<file path="src/hdl/imm_pkg.sv">
// Shared constants, codes and types of the integer matrix multiply block.
package imm_pkg;

  localparam int DATA_W = 32;
  localparam int IDX_W  = 6;
  localparam int CFG_W  = 7;
  localparam int FUNC_W = 2;
  localparam int CIDX_W = 2;

  localparam int DEF_MAX_DIM    = 64;
  localparam int DEF_TERM_GROUP = 4;
  localparam int DEF_DEPTH      = DEF_MAX_DIM * DEF_MAX_DIM;

  // item function codes
  localparam logic [FUNC_W-1:0] FUNC_WR_A  = 2'd0;
  localparam logic [FUNC_W-1:0] FUNC_WR_B  = 2'd1;
  localparam logic [FUNC_W-1:0] FUNC_QUERY = 2'd2;

  // configuration register indexes
  localparam logic [CIDX_W-1:0] CFG_ROWS_A    = 2'd0;
  localparam logic [CIDX_W-1:0] CFG_INNER_LEN = 2'd1;
  localparam logic [CIDX_W-1:0] CFG_COLS_B    = 2'd2;

  localparam logic [CFG_W-1:0] CFG_RESET_VAL = 7'd64;

  typedef struct packed {
    logic clear;       // zero the accumulator for a new query
    logic term_valid;  // memory read data holds one term pair
  } mac_ctl_t;

endpackage

</file>
<file path="src/hdl/imm_mac.sv">
// Multiply-accumulate datapath: registered 32x32 product, wrapping 32-bit sum.
module imm_mac (
  input  logic                               clk,
  input  logic                               rst_n,
  input  imm_pkg::mac_ctl_t                  ctl,
  input  logic signed [imm_pkg::DATA_W-1:0]  a_data,
  input  logic signed [imm_pkg::DATA_W-1:0]  b_data,
  output logic signed [imm_pkg::DATA_W-1:0]  acc,
  output logic                               pending
);

  logic signed [imm_pkg::DATA_W-1:0] mul_r, mul_nxt;
  logic signed [imm_pkg::DATA_W-1:0] acc_r, acc_nxt;
  logic                              mul_v_r;

  always_comb begin
    // low 32 bits only: the product wraps like the sum
    mul_nxt = imm_pkg::DATA_W'(a_data * b_data);
    acc_nxt = acc_r;
    if (ctl.clear) begin
      acc_nxt = '0;
    end else if (mul_v_r) begin
      acc_nxt = acc_r + mul_r;
    end
  end

  always_ff @(posedge clk) begin
    if (!rst_n) begin
      mul_v_r <= 1'b0;
    end else begin
      mul_v_r <= ctl.term_valid;
    end
  end

  always_ff @(posedge clk) begin
    mul_r <= mul_nxt;
    acc_r <= acc_nxt;
  end

  assign acc     = acc_r;
  assign pending = mul_v_r;

endmodule

</file>
<file path="config.mk">
export PLATFORM = sky130hd
export DESIGN_NAME = imm_mac
export DESIGN_NICKNAME = d
export VERILOG_FILES = /design/src/hdl/imm_pkg.sv /design/src/hdl/imm_mac.sv
export SDC_FILE = /design/constraint.sdc
export NUM_CORES = 1
export LEC_CHECK = 0
export BUFFER_PORTS_ARGS = -buffer_cell sky130_fd_sc_hd__buf_2
export CORE_ASPECT_RATIO = 0.9
export CORE_MARGIN = 2
export CORE_UTILIZATION = 56
export DETAILED_ROUTE_END_ITERATION = 8
export PLACE_DENSITY = 0.84
export SYNTH_ARGS = -nofsm -noshare
export SYNTH_HDL_FRONTEND = slang
export SYNTH_SLANG_ARGS = --single-unit
</file>
<file path="constraint.sdc">
create_clock -name clk -period 16.05 [get_ports clk]
set_input_delay 0.8025 -clock clk [delete_from_list [all_inputs] [get_ports clk]]
set_output_delay 0.8025 -clock clk [all_outputs]
set_load 0.05 [all_outputs]
</file>
* Yosys cells after proc, flatten, opt, wreduce, memory -nomap -nowiden
Index checks and enable logic that the tools add are counted.
Cells by class: $mul 1, add/sub/neg operators 1
Operators by type and width (count):
- $add A32 B32 Y32 | 1
- $mul A32 B32 Y32 | 1
Storage, ports and cells: logic and storage cells 5, register bits 65, input bits 68, output and inout bits 33

* Longest topological paths before layout
Gate-level depths: netlist of the first run.
word-level depth 1, mapped depth 28, depth with buffers taken out 26

* Worst setup path after synthesis of the first run
Ideal clock, no wire load.
path type in2reg, start point input port b_data[4] in the netlist's numbering, end point register mul_r[31] in the netlist's numbering, setup slack 8.849 ns, arrival 7.080 ns, buffers on the path 2, library setup time 0.121 ns, required time 15.929 ns, cell stages on the path 25, cell sequence clkbuf_1 clkbuf_1 and2_1 fa_1 fa_1 inv_1 fa_1 fa_1 inv_1 fa_1 inv_1 fa_1 inv_1 fa_1 fa_1 ha_1 a21o_1 a21o_1 a21oi_1 nor2_1 a211oi_1 nand2_1 a41oi_1 a31oi_1 xnor2_1
On the way: longest elaborated chain between the ends 1
Ends and longest elaborated chain:
- start, declared | line imm_mac.sv:7 | input logic signed [imm_pkg::DATA_W-1:0] b_data,
- $mul A32 B32 Y32 | line imm_mac.sv:18 | mul_nxt = imm_pkg::DATA_W'(a_data * b_data);
- net mul_nxt (one bit) | line imm_mac.sv:12 | logic signed [imm_pkg::DATA_W-1:0] mul_r, mul_nxt;
- end signal, assigned | line imm_mac.sv:36 | mul_r <= mul_nxt;
- end, declared | line imm_mac.sv:12
The timed path passes the listed nets, and every way through them passes these cells. A chain may end at the register's enable or synchronous reset.

* Worst setup path in the final report of the first run
start point input port b_data[3] in the netlist's numbering, end point register mul_r[29] in the netlist's numbering
The elaborated chain is that of the path after synthesis.

==> results of run 1 <==
-- stage by stage --
stage / instances / utilization (%) / setup slack, ns / hold WS (ns) / cell area [µm²]
final: 2644 / 59.4 / 8.72 / 0.505 / 20700
after global routing: 2643 / 59.4 / 8.17 / 0.535 / 20700
after CTS: 2643 / 59.4 / 8.74 / 0.509 / 20700
after detailed placement: 2627 / 58.6 / 8.40 / 0.497 / 20400
after global placement: 2627 / 58.6 / 8.58 / 0.496 / 20400
after floorplan: 2151 / - / 8.85 / 0.551 / 19700
-- per-layer routing --
metal	wire length (µm)	part of all wire [%]	GRT usage, %	vias up
li1	-	-	-	6467
met1	19900	41	37.5	7354
met2	23100	47	46.2	699
met3	4740	9.6	5.76	133
met4	1380	2.8	8.18	0
met5	0	0	0	-
-- registers in the layout, indices dropped and copies added, names as in the netlist --
name / count
acc: 32
mul_r: 32
pending: 1
-- kinds of logic (layout without fill, tap and decap cells) --
group	Yosys count	in the layout	share of synthesized area [%]
fa+ha+maj	590	590	53.2
simple gates	673	673	18.3
compound gates	157	157	5.56
other cells	0	1	0
mux	21	21	1.08
xor+xnor	111	111	4.95
flops	65	65	6.62
buf+inv	534	557	10.3
-- tightest hold or removal path: stages (launching register included) --
cell and delay (ns):
dfxtp_1 0.32, nand2b_1 0.07, o22ai_1 0.06
-- final cells by class --
type	count	area, µm²
Tap cell	469	587
Inverter	440	1650
Fill cell	2915	14100
Sequential cell	65	1300
Multi-Input combinational cell	1552	16300
Clock inverter	7	83.8
Clock buffer	9	225
Timing Repair Buffer	101	508
Antenna cell	1	2.50
-- cells in the final DEF (no fill, tap or decap), types with 5 or more instances in the layout --
cell and n:
nor2b_1 8, nor3_1 7, buf_2 100, mux2i_1 20, inv_1 440, clkbuf_16 9
or3_1 5, ha_1 181, xnor2_1 82, xor2_1 29, nand2b_1 18, a21o_1 22
nor2_1 48, a211oi_1 10, dfxtp_1 64, o21ai_0 17, a21oi_1 44, a31oi_1 8
and2_1 350, nand3_1 13, nand2_1 199, fa_1 409, o21a_1 8, a2111oi_0 5
o21bai_1 7
-- final timing paths --
path | slack, ns | end | startpoint | cells past startpoint
worst min register to register | 0.50 | acc[27] | acc[27] | 2
worst min-delay path | 0.50 | acc[27] | acc[27] | 2
worst max register to register | 12.86 | acc[26] | acc[0] | 13
worst max-delay path | 8.72 | mul_r[29] | b_data[3] | 24
==> impl_metrics.json, run 1 <==
{
  "hold_path.class": "reg -> reg",
  "drt_iter0_drc": 1065,
  "worstSkewPairLatency_ns": 0.33,
  "cts_root_buf": "clkbuf_16",
  "finalHoldViolations": 0,
  "fin_skew_ns": 0.00837,
  "cts.path.max_buffers": 2,
  "fmaxAchievable_ghz": 0.136,
  "drt-vias-per-instance": 5.54,
  "crit_buf_inv": 5,
  "rows": 65,
  "cp-start-kind": "input port",
  "cap_violations": 0,
  "synth_edf_count": 0,
  "slew_viol_final": 0,
  "yosysUniqueCellTypes": 63,
  "yosys_register_bits": 65,
  "clk_pin_slew_ns": 0.06,
  "fp.dieArea_um2": 36600,
  "syn_nets": 2809,
  "synth_ff_type": "dfxtp_1",
  "die_h_um": 182,
  "cts_setup_buffers": 0,
  "cpPeakStageDelay_ns": 0.55,
  "vias": 14653,
  "yosys_warnings": 0,
  "synth_area_um2": 19700,
  "finalCritPeriodShare_pct": 45.7,
  "cp-end-kind": "flip-flop",
  "area_growth_pct": 5.29,
  "cp_top_family": "adder cells",
  "gp_congestion": 0.956,
  "pin_count": 101,
  "rsz0062_at_grt": "no",
  "synth_most_common_cell": "inv_1",
  "htree_levels": 3,
  "path_cells": "buf_2 -> and2_1 -> fa_1 -> fa_1 -> inv_1 -> fa_1 -> fa_1 -> inv_1 -> fa_1 -> inv_1 -> fa_1 -> inv_1 -> fa_1 -> fa_1 -> ha_1 -> a21o_1 -> a21o_1 -> a21oi_1 -> nor2_1 -> a211oi_1 -> nand2_1 -> a41oi_1 -> a21oi_1 -> xor2_1",
  "slew-limit-headroom_pct": 53.1,
  "setup_viol": 0,
  "cts_buffers": 9,
  "synth_top_area_share_pct": 41.7,
  "cp_max_fo": 29,
  "cts_tree": "done",
  "drc": 0,
  "start_util_pct": 56.5,
  "postRouteAntennaNets": 0,
  "overflow": 0,
  "synth_common_cells": "inv_1 (440), fa_1 (409), and2_1 (350)",
  "synth_area_leaders": "fa_1 (42%), ha_1 (12%), and2_1 (11%), inv_1 (8.4%), dfxtp_1 (6.6%)",
  "io_buffers": 100,
  "postSynth.asyncResetShare_pct": 0,
  "drtPass1Iterations": 5,
  "cts_hold_buffers": 0,
  "nets": 2827,
  "core_um2": 34800,
  "tns_ns": 0,
  "drive_above_1_share_pct": 6.44,
  "clock_sinks": 65,
  "grt_max_degree": 49,
  "synth_largest_area_cell": "fa_1",
  "syn_inst": 2151,
  "wirelength_um": 49100,
  "syn_avg_cell_area_um2": 9.14,
  "grt_pass1_wl_um": 81300,
  "dieWidth_um": 201,
  "worst_slew_pin_slew_ns": 0.703,
  "layout_min_cycle_time_ns": 7.33,
  "cp_slowest_cell": "fa_1",
  "cp_common_cell": "fa_1",
  "cts-resized-gates": 0,
  "status": "completed",
  "grt_pass1_vias": 15972,
  "dp_hpwl_um": 39700,
  "grt_usage_pct": 28.0,
  "antenna_found_initial": 0,
  "routedWlPerCell_um": 18.6,
  "criticalPathCategory": "in -> reg",
  "ys_seq_area_share_pct": 6.62,
  "arrival_ns": 7.54,
  "required_ns": 16.26
}
Power of run 1 is not shown: default switching activity piles up to over one toggle a cycle in this logic, so the estimate is an artifact.
==> run 2: changes to the inputs <==
PLACE_DENSITY = 0.87   (was 0.84)
clock period = 6.65 ns   (was 16.05 ns; I/O delays follow)
==> impl_metrics.json, run 2 (same netlist as run 1, synthesis figures left out) <==
{
  "status": "completed",
  "setup.worst_path.start": "a_data[14]",
  "layout_min_cycle_time_ns": 6.49,
  "layout.cells.non_filler": 2738,
  "area_growth_pct": 9.53,
  "start_util_pct": 56.5,
  "clock_sinks": 65,
  "vias": 14871,
  "overflow": 0,
  "final_common_cell": "inv_1",
  "tns_ns": 0,
  "die_h_um": 182,
  "fmaxAchievable_ghz": 0.154,
  "required_ns": 6.86,
  "rows": 65,
  "placed_cells": 2719,
  "dp_hpwl_um": 43100,
  "finalCritPeriodShare_pct": 97.7,
  "fin_skew_ns": 0.00656,
  "cp_max_fo": 6,
  "cpPeakStageDelay_ns": 0.59,
  "cts_buffers": 9,
  "hold_path.class": "in -> reg",
  "worstSkewPairLatency_ns": 0.33,
  "slew_viol_final": 0,
  "fp.dieArea_um2": 36600,
  "cts.path.max_buffers": 2,
  "cp_top_family": "adder cells",
  "routedWlPerCell_um": 18.0,
  "wirelength_um": 49200,
  "criticalPathCategory": "in -> reg",
  "drt_iter0_drc": 1146,
  "cts_tree": "done",
  "worst_slew_pin_slew_ns": 1.03,
  "r2r-end": "acc[26]",
  "hp-start": "ctl[0]",
  "whs_path_depth": 2,
  "arrival_ns": 6.71,
  "holdPathEnd": "pending",
  "cp-start-kind": "input port",
  "cp_slowest_cell": "fa_1",
  "clk_pin_slew_ns": 0.05,
  "cts_hold_buffers": 0,
  "drtPass1Iterations": 5,
  "grt_pass1_vias": 15945,
  "nets": 2921,
  "cp_common_cell": "fa_1",
  "reg2reg_from": "acc[0]",
  "postRouteAntennaNets": 0,
  "ff2ff_setup_slack_ns": 3.47,
  "core_um2": 34800,
  "worst_r2r_path_depth": 13,
  "io_buffers": 100,
  "slew-limit-headroom_pct": 31.3,
  "path_cells": "buf_2 -> and2_1 -> fa_1 -> fa_1 -> inv_1 -> fa_1 -> fa_1 -> inv_1 -> fa_1 -> inv_2 -> fa_1 -> inv_1 -> fa_1 -> fa_1 -> ha_4 -> a21o_1 -> a21o_1 -> a21oi_2 -> nor2_1 -> a211oi_1 -> nand2_1 -> a41oi_4 -> nand2b_1 -> xor2_1",
  "crit_buf_inv": 5,
  "pin_count": 101,
  "setup_viol": 0,
  "htree_levels": 3,
  "cp-end-kind": "flip-flop",
  "drt-vias-per-instance": 5.43,
  "grt_pass1_wl_um": 80300,
  "cap_violations": 0,
  "dieWidth_um": 201,
  "drive_above_1_share_pct": 10.8,
  "final_cell_mix": "inv_1 (439), fa_1 (408), and2_1 (348)",
  "gp_congestion": 0.947,
  "grt_usage_pct": 27.6,
  "drc": 0,
  "grt_max_degree": 49,
  "cts_root_buf": "clkbuf_16",
  "fillers": 2719,
  "finalHoldViolations": 0,
  "antenna_found_initial": 3
}
## run 2: changes by cell type in the layout (fill, tap and decap cells not counted), sizes merged
cell / before / now
buf: 101 / 192
bufinv: 1 / 2
clkbuf: 9 / 12
clkinv: 0 / 1
clkinvlp: 1 / 2
inv: 445 / 442
## run 2: what timing repair did
| action | in CTS | in global routing |
|---|---|---|
| setup buffers | 0 | 2 |
| gates resized for setup | 3 | 19 |
| pin swaps | 0 | 16 |
| endpoints found under the setup margin | 5 | 9 |
| cloned | 0 | 0 |
## run 2: cell type report
class	instances	area (µm²)	area share, %
Multi-Input combinational cell	1552	16400	76.2
Tap cell	469	587	2.73
Inverter	440	1650	7.67
Clock buffer	9	225	1.05
Antenna cell	1	2.50	0.0116
Timing Repair Buffer	195	1260	5.86
Clock inverter	7	101	0.471
Sequential cell	65	1300	6.05
## run 2: worst register-to-register path, delay by kind of cell, from the launching register on
kind,cells,cell delay (ns)
adders and majority gates,2,0.45
and+or+nand+nor,3,0.38
AOI/OAI and AO/OA,7,1.85
buffers and inverters,1,0.08
DFF,1,0.35
## run 2: per-stage QoR
stage	instance area [µm²]	worst slack [ns]	hold WS, ns	util, %
CTS	21400	0.0877	0.217	61.6
global placement	21100	-0.238	0.490	60.6
finish	21500	0.155	0.213	61.8
floorplan	19700	0.00369	0.454	-
global route	21500	-0.00525	0.226	61.8
detailed placement	21100	-0.464	0.504	60.6
## run 2: worst max-delay path by stage
stage	depth (start not counted)	end
CTS	23	mul_r[30]
global route	24	mul_r[31]
global placement	24	mul_r[31]
detailed placement	24	mul_r[29]
floorplan	25	mul_r[31]
finish	24	mul_r[27]
## run 2: metal layers
metal / vias up / share of wire, % / global-route usage, %
li1: 6664 / - / -
met1: 7428 / 42 / 37.3
met2: 668 / 46 / 45.0
met3: 107 / 9.5 / 6.16
met4: 4 / 2.3 / 7.53
met5: - / 0.049 / 0
Power of run 2 is left out for the same reason.
==> run 3: changes to the inputs <==
ABC_AREA = 1   (was default)
CORE_UTILIZATION = 40   (was 56)
PLACE_DENSITY = 0.68   (was 0.87)
==> impl_metrics.json, run 3 <==
{
  "synth_area_um2": 21000,
  "crit_buf_inv": 7,
  "fp.dieArea_um2": 54300,
  "final_common_cell": "inv_1",
  "cts.path.max_buffers": 2,
  "required_ns": 6.88,
  "syn_avg_cell_area_um2": 7.32,
  "fin_skew_ns": 0.00986,
  "cp-start-kind": "input port",
  "cts-resized-gates": 0,
  "reg2reg_from": "acc[0]",
  "tns_ns": 0,
  "area_growth_pct": 7.66,
  "yosys_warnings": 0,
  "dp_hpwl_um": 44900,
  "synth_ff_type": "dfxtp_1",
  "drt_iter0_drc": 1081,
  "cp_max_fo": 25,
  "vias": 16621,
  "clock_sinks": 65,
  "hold_path.class": "in -> reg",
  "synth_area_leaders": "fa_1 (39%), inv_1 (16%), nand2_1 (13%), ha_1 (11%), dfxtp_1 (6.2%)",
  "rows": 79,
  "cpPeakStageDelay_ns": 0.51,
  "grt_pass1_vias": 16791,
  "holdPathEnd": "pending",
  "cp_top_family": "adder cells",
  "drive_above_1_share_pct": 6.79,
  "synth_common_cells": "inv_1 (908), nand2_1 (742), fa_1 (409)",
  "grt_pass1_wl_um": 86600,
  "pin_count": 101,
  "cts_hold_buffers": 0,
  "setup_viol": 0,
  "ys_seq_area_share_pct": 6.20,
  "synth_top_area_share_pct": 39.0,
  "clk_pin_slew_ns": 0.06,
  "cts_root_buf": "clkbuf_16",
  "cts_setup_buffers": 0,
  "routedWlPerCell_um": 14.4,
  "cts_buffers": 9,
  "drt-vias-per-instance": 4.61,
  "r2r-end": "acc[26]",
  "hold_ws_ns": 0.173,
  "fmaxAchievable_ghz": 0.160,
  "syn_inst": 2867,
  "dieWidth_um": 245,
  "cap_violations": 0,
  "gp_congestion": 0.925,
  "yosys_register_bits": 65,
  "slew_viol_final": 0,
  "antenna_found_initial": 2,
  "syn_nets": 3525,
  "start_util_pct": 40.5,
  "cp_slowest_cell": "fa_1",
  "wirelength_um": 51800,
  "synth_largest_area_cell": "fa_1",
  "finalCritPeriodShare_pct": 93.8,
  "criticalPathCategory": "in -> reg",
  "grt_usage_pct": 19.8,
  "hp-start": "ctl[0]",
  "slew-limit-headroom_pct": 56.5,
  "nets": 3571,
  "core_um2": 51800,
  "final_cell_mix": "inv_1 (908), nand2_1 (742), fa_1 (409)",
  "io_buffers": 100,
  "ff2ff_setup_slack_ns": 4.24,
  "whs_path_depth": 3,
  "worstSkewPairLatency_ns": 0.34,
  "cp-end-kind": "flip-flop",
  "worst_r2r_path_depth": 11,
  "layout_min_cycle_time_ns": 6.24,
  "htree_levels": 3,
  "synth_most_common_cell": "inv_1",
  "postRouteAntennaNets": 0,
  "worst_slew_pin_slew_ns": 0.651,
  "synth_edf_count": 0,
  "postSynth.asyncResetShare_pct": 0,
  "overflow": 0,
  "die_h_um": 221,
  "path_cells": "buf_2 -> nand2_1 -> inv_1 -> fa_1 -> fa_1 -> fa_1 -> inv_1 -> fa_1 -> inv_1 -> fa_1 -> fa_1 -> fa_1 -> inv_1 -> fa_1 -> inv_1 -> ha_1 -> nand2_1 -> nor2_1 -> inv_1 -> nor3_1 -> nand4_1 -> nand3_1 -> a31oi_1 -> xor2_1",
  "drc": 0,
  "drtPass1Iterations": 7,
  "cts_tree": "done",
  "finalHoldViolations": 0,
  "rsz0062_at_grt": "no",
  "yosysUniqueCellTypes": 43,
  "arrival_ns": 6.47,
  "grt_max_degree": 46,
  "fin_util_pct": 43.6,
  "cp_common_cell": "fa_1",
  "status": "completed"
}
[run 3: changes by cell type after synthesis, sizes merged, moves of 13 or more]
cell and change:
a21o -19, a21oi +26, and2 -350, buf +35
clkbuf -13, inv +472, mux2i -20, nand2 +553
nand2b -18, nand3 +50, nor2 +53, o21ai +40
xnor2 -55
[run 3: routing by layer]
layer  vias up  part of all wire (%)  wire length, µm  global-route usage [%]
met5         -                 0.014                7                       0
met2       472                    46            23600                    32.5
met3        50                   6.0             3130                    2.06
met1      7917                    47            24200                    28.4
li1       8180                     -                -                       -
met4         2                   1.7              884                    3.52
[run 3: layout make-up]
class                      instances  area [µm²]
fill                            5324       29200
multi-input combinational       1773       15700
inverter                         913        3430
sequential                        65        1300
timing repair buffer             151         921
tap                              688         861
clock buffer                      10         239
clock inverter                     6        91.3
antenna                            1        2.50
[run 3: cell families (layout without fill, tap and decap cells)]
family                   count (synthesis)  in the layout  share of synthesized area [%]
buffers and inverters                 1029           1080                           18.7
flip-flops                              65             65                           6.20
other                                    0              1                              0
AND/OR/NAND/NOR                        949            949                           17.9
adder cells (fa/ha/maj)                590            590                           49.8
XOR/XNOR                                64             64                           2.67
AO/OA/AOI/OAI                          170            170                           4.67
[run 3: metrics by stage]
stage	std cells	instance area (µm²)	setup WS [ns]
floorplan	2867	21000	0.287
global placement	3590	22300	0.165
detailed placement	3590	22300	0.0775
CTS	3606	22600	0.442
global route	3607	22600	0.159
finish	3607	22600	0.410
[run 3: worst min-delay path, cell delays in order]
cell and delay, ns:
buf_2 0.07, nand2_1 0.04, inv_1 0.04
[run 3: worst max-delay path by stage]
stage,cells after the start,end,slack [ns],startpoint
2_1_floorplan,25,mul_r[29],0.29,b_data[3]
6_report,24,mul_r[29],0.41,b_data[7]
4_1_cts,24,mul_r[29],0.44,b_data[7]
3_3_place_gp,25,mul_r[31],0.16,b_data[2]
5_1_grt,24,mul_r[29],0.16,b_data[7]
3_5_place_dp,24,mul_r[29],0.08,b_data[7]
Power of run 3 is left out for the same reason.
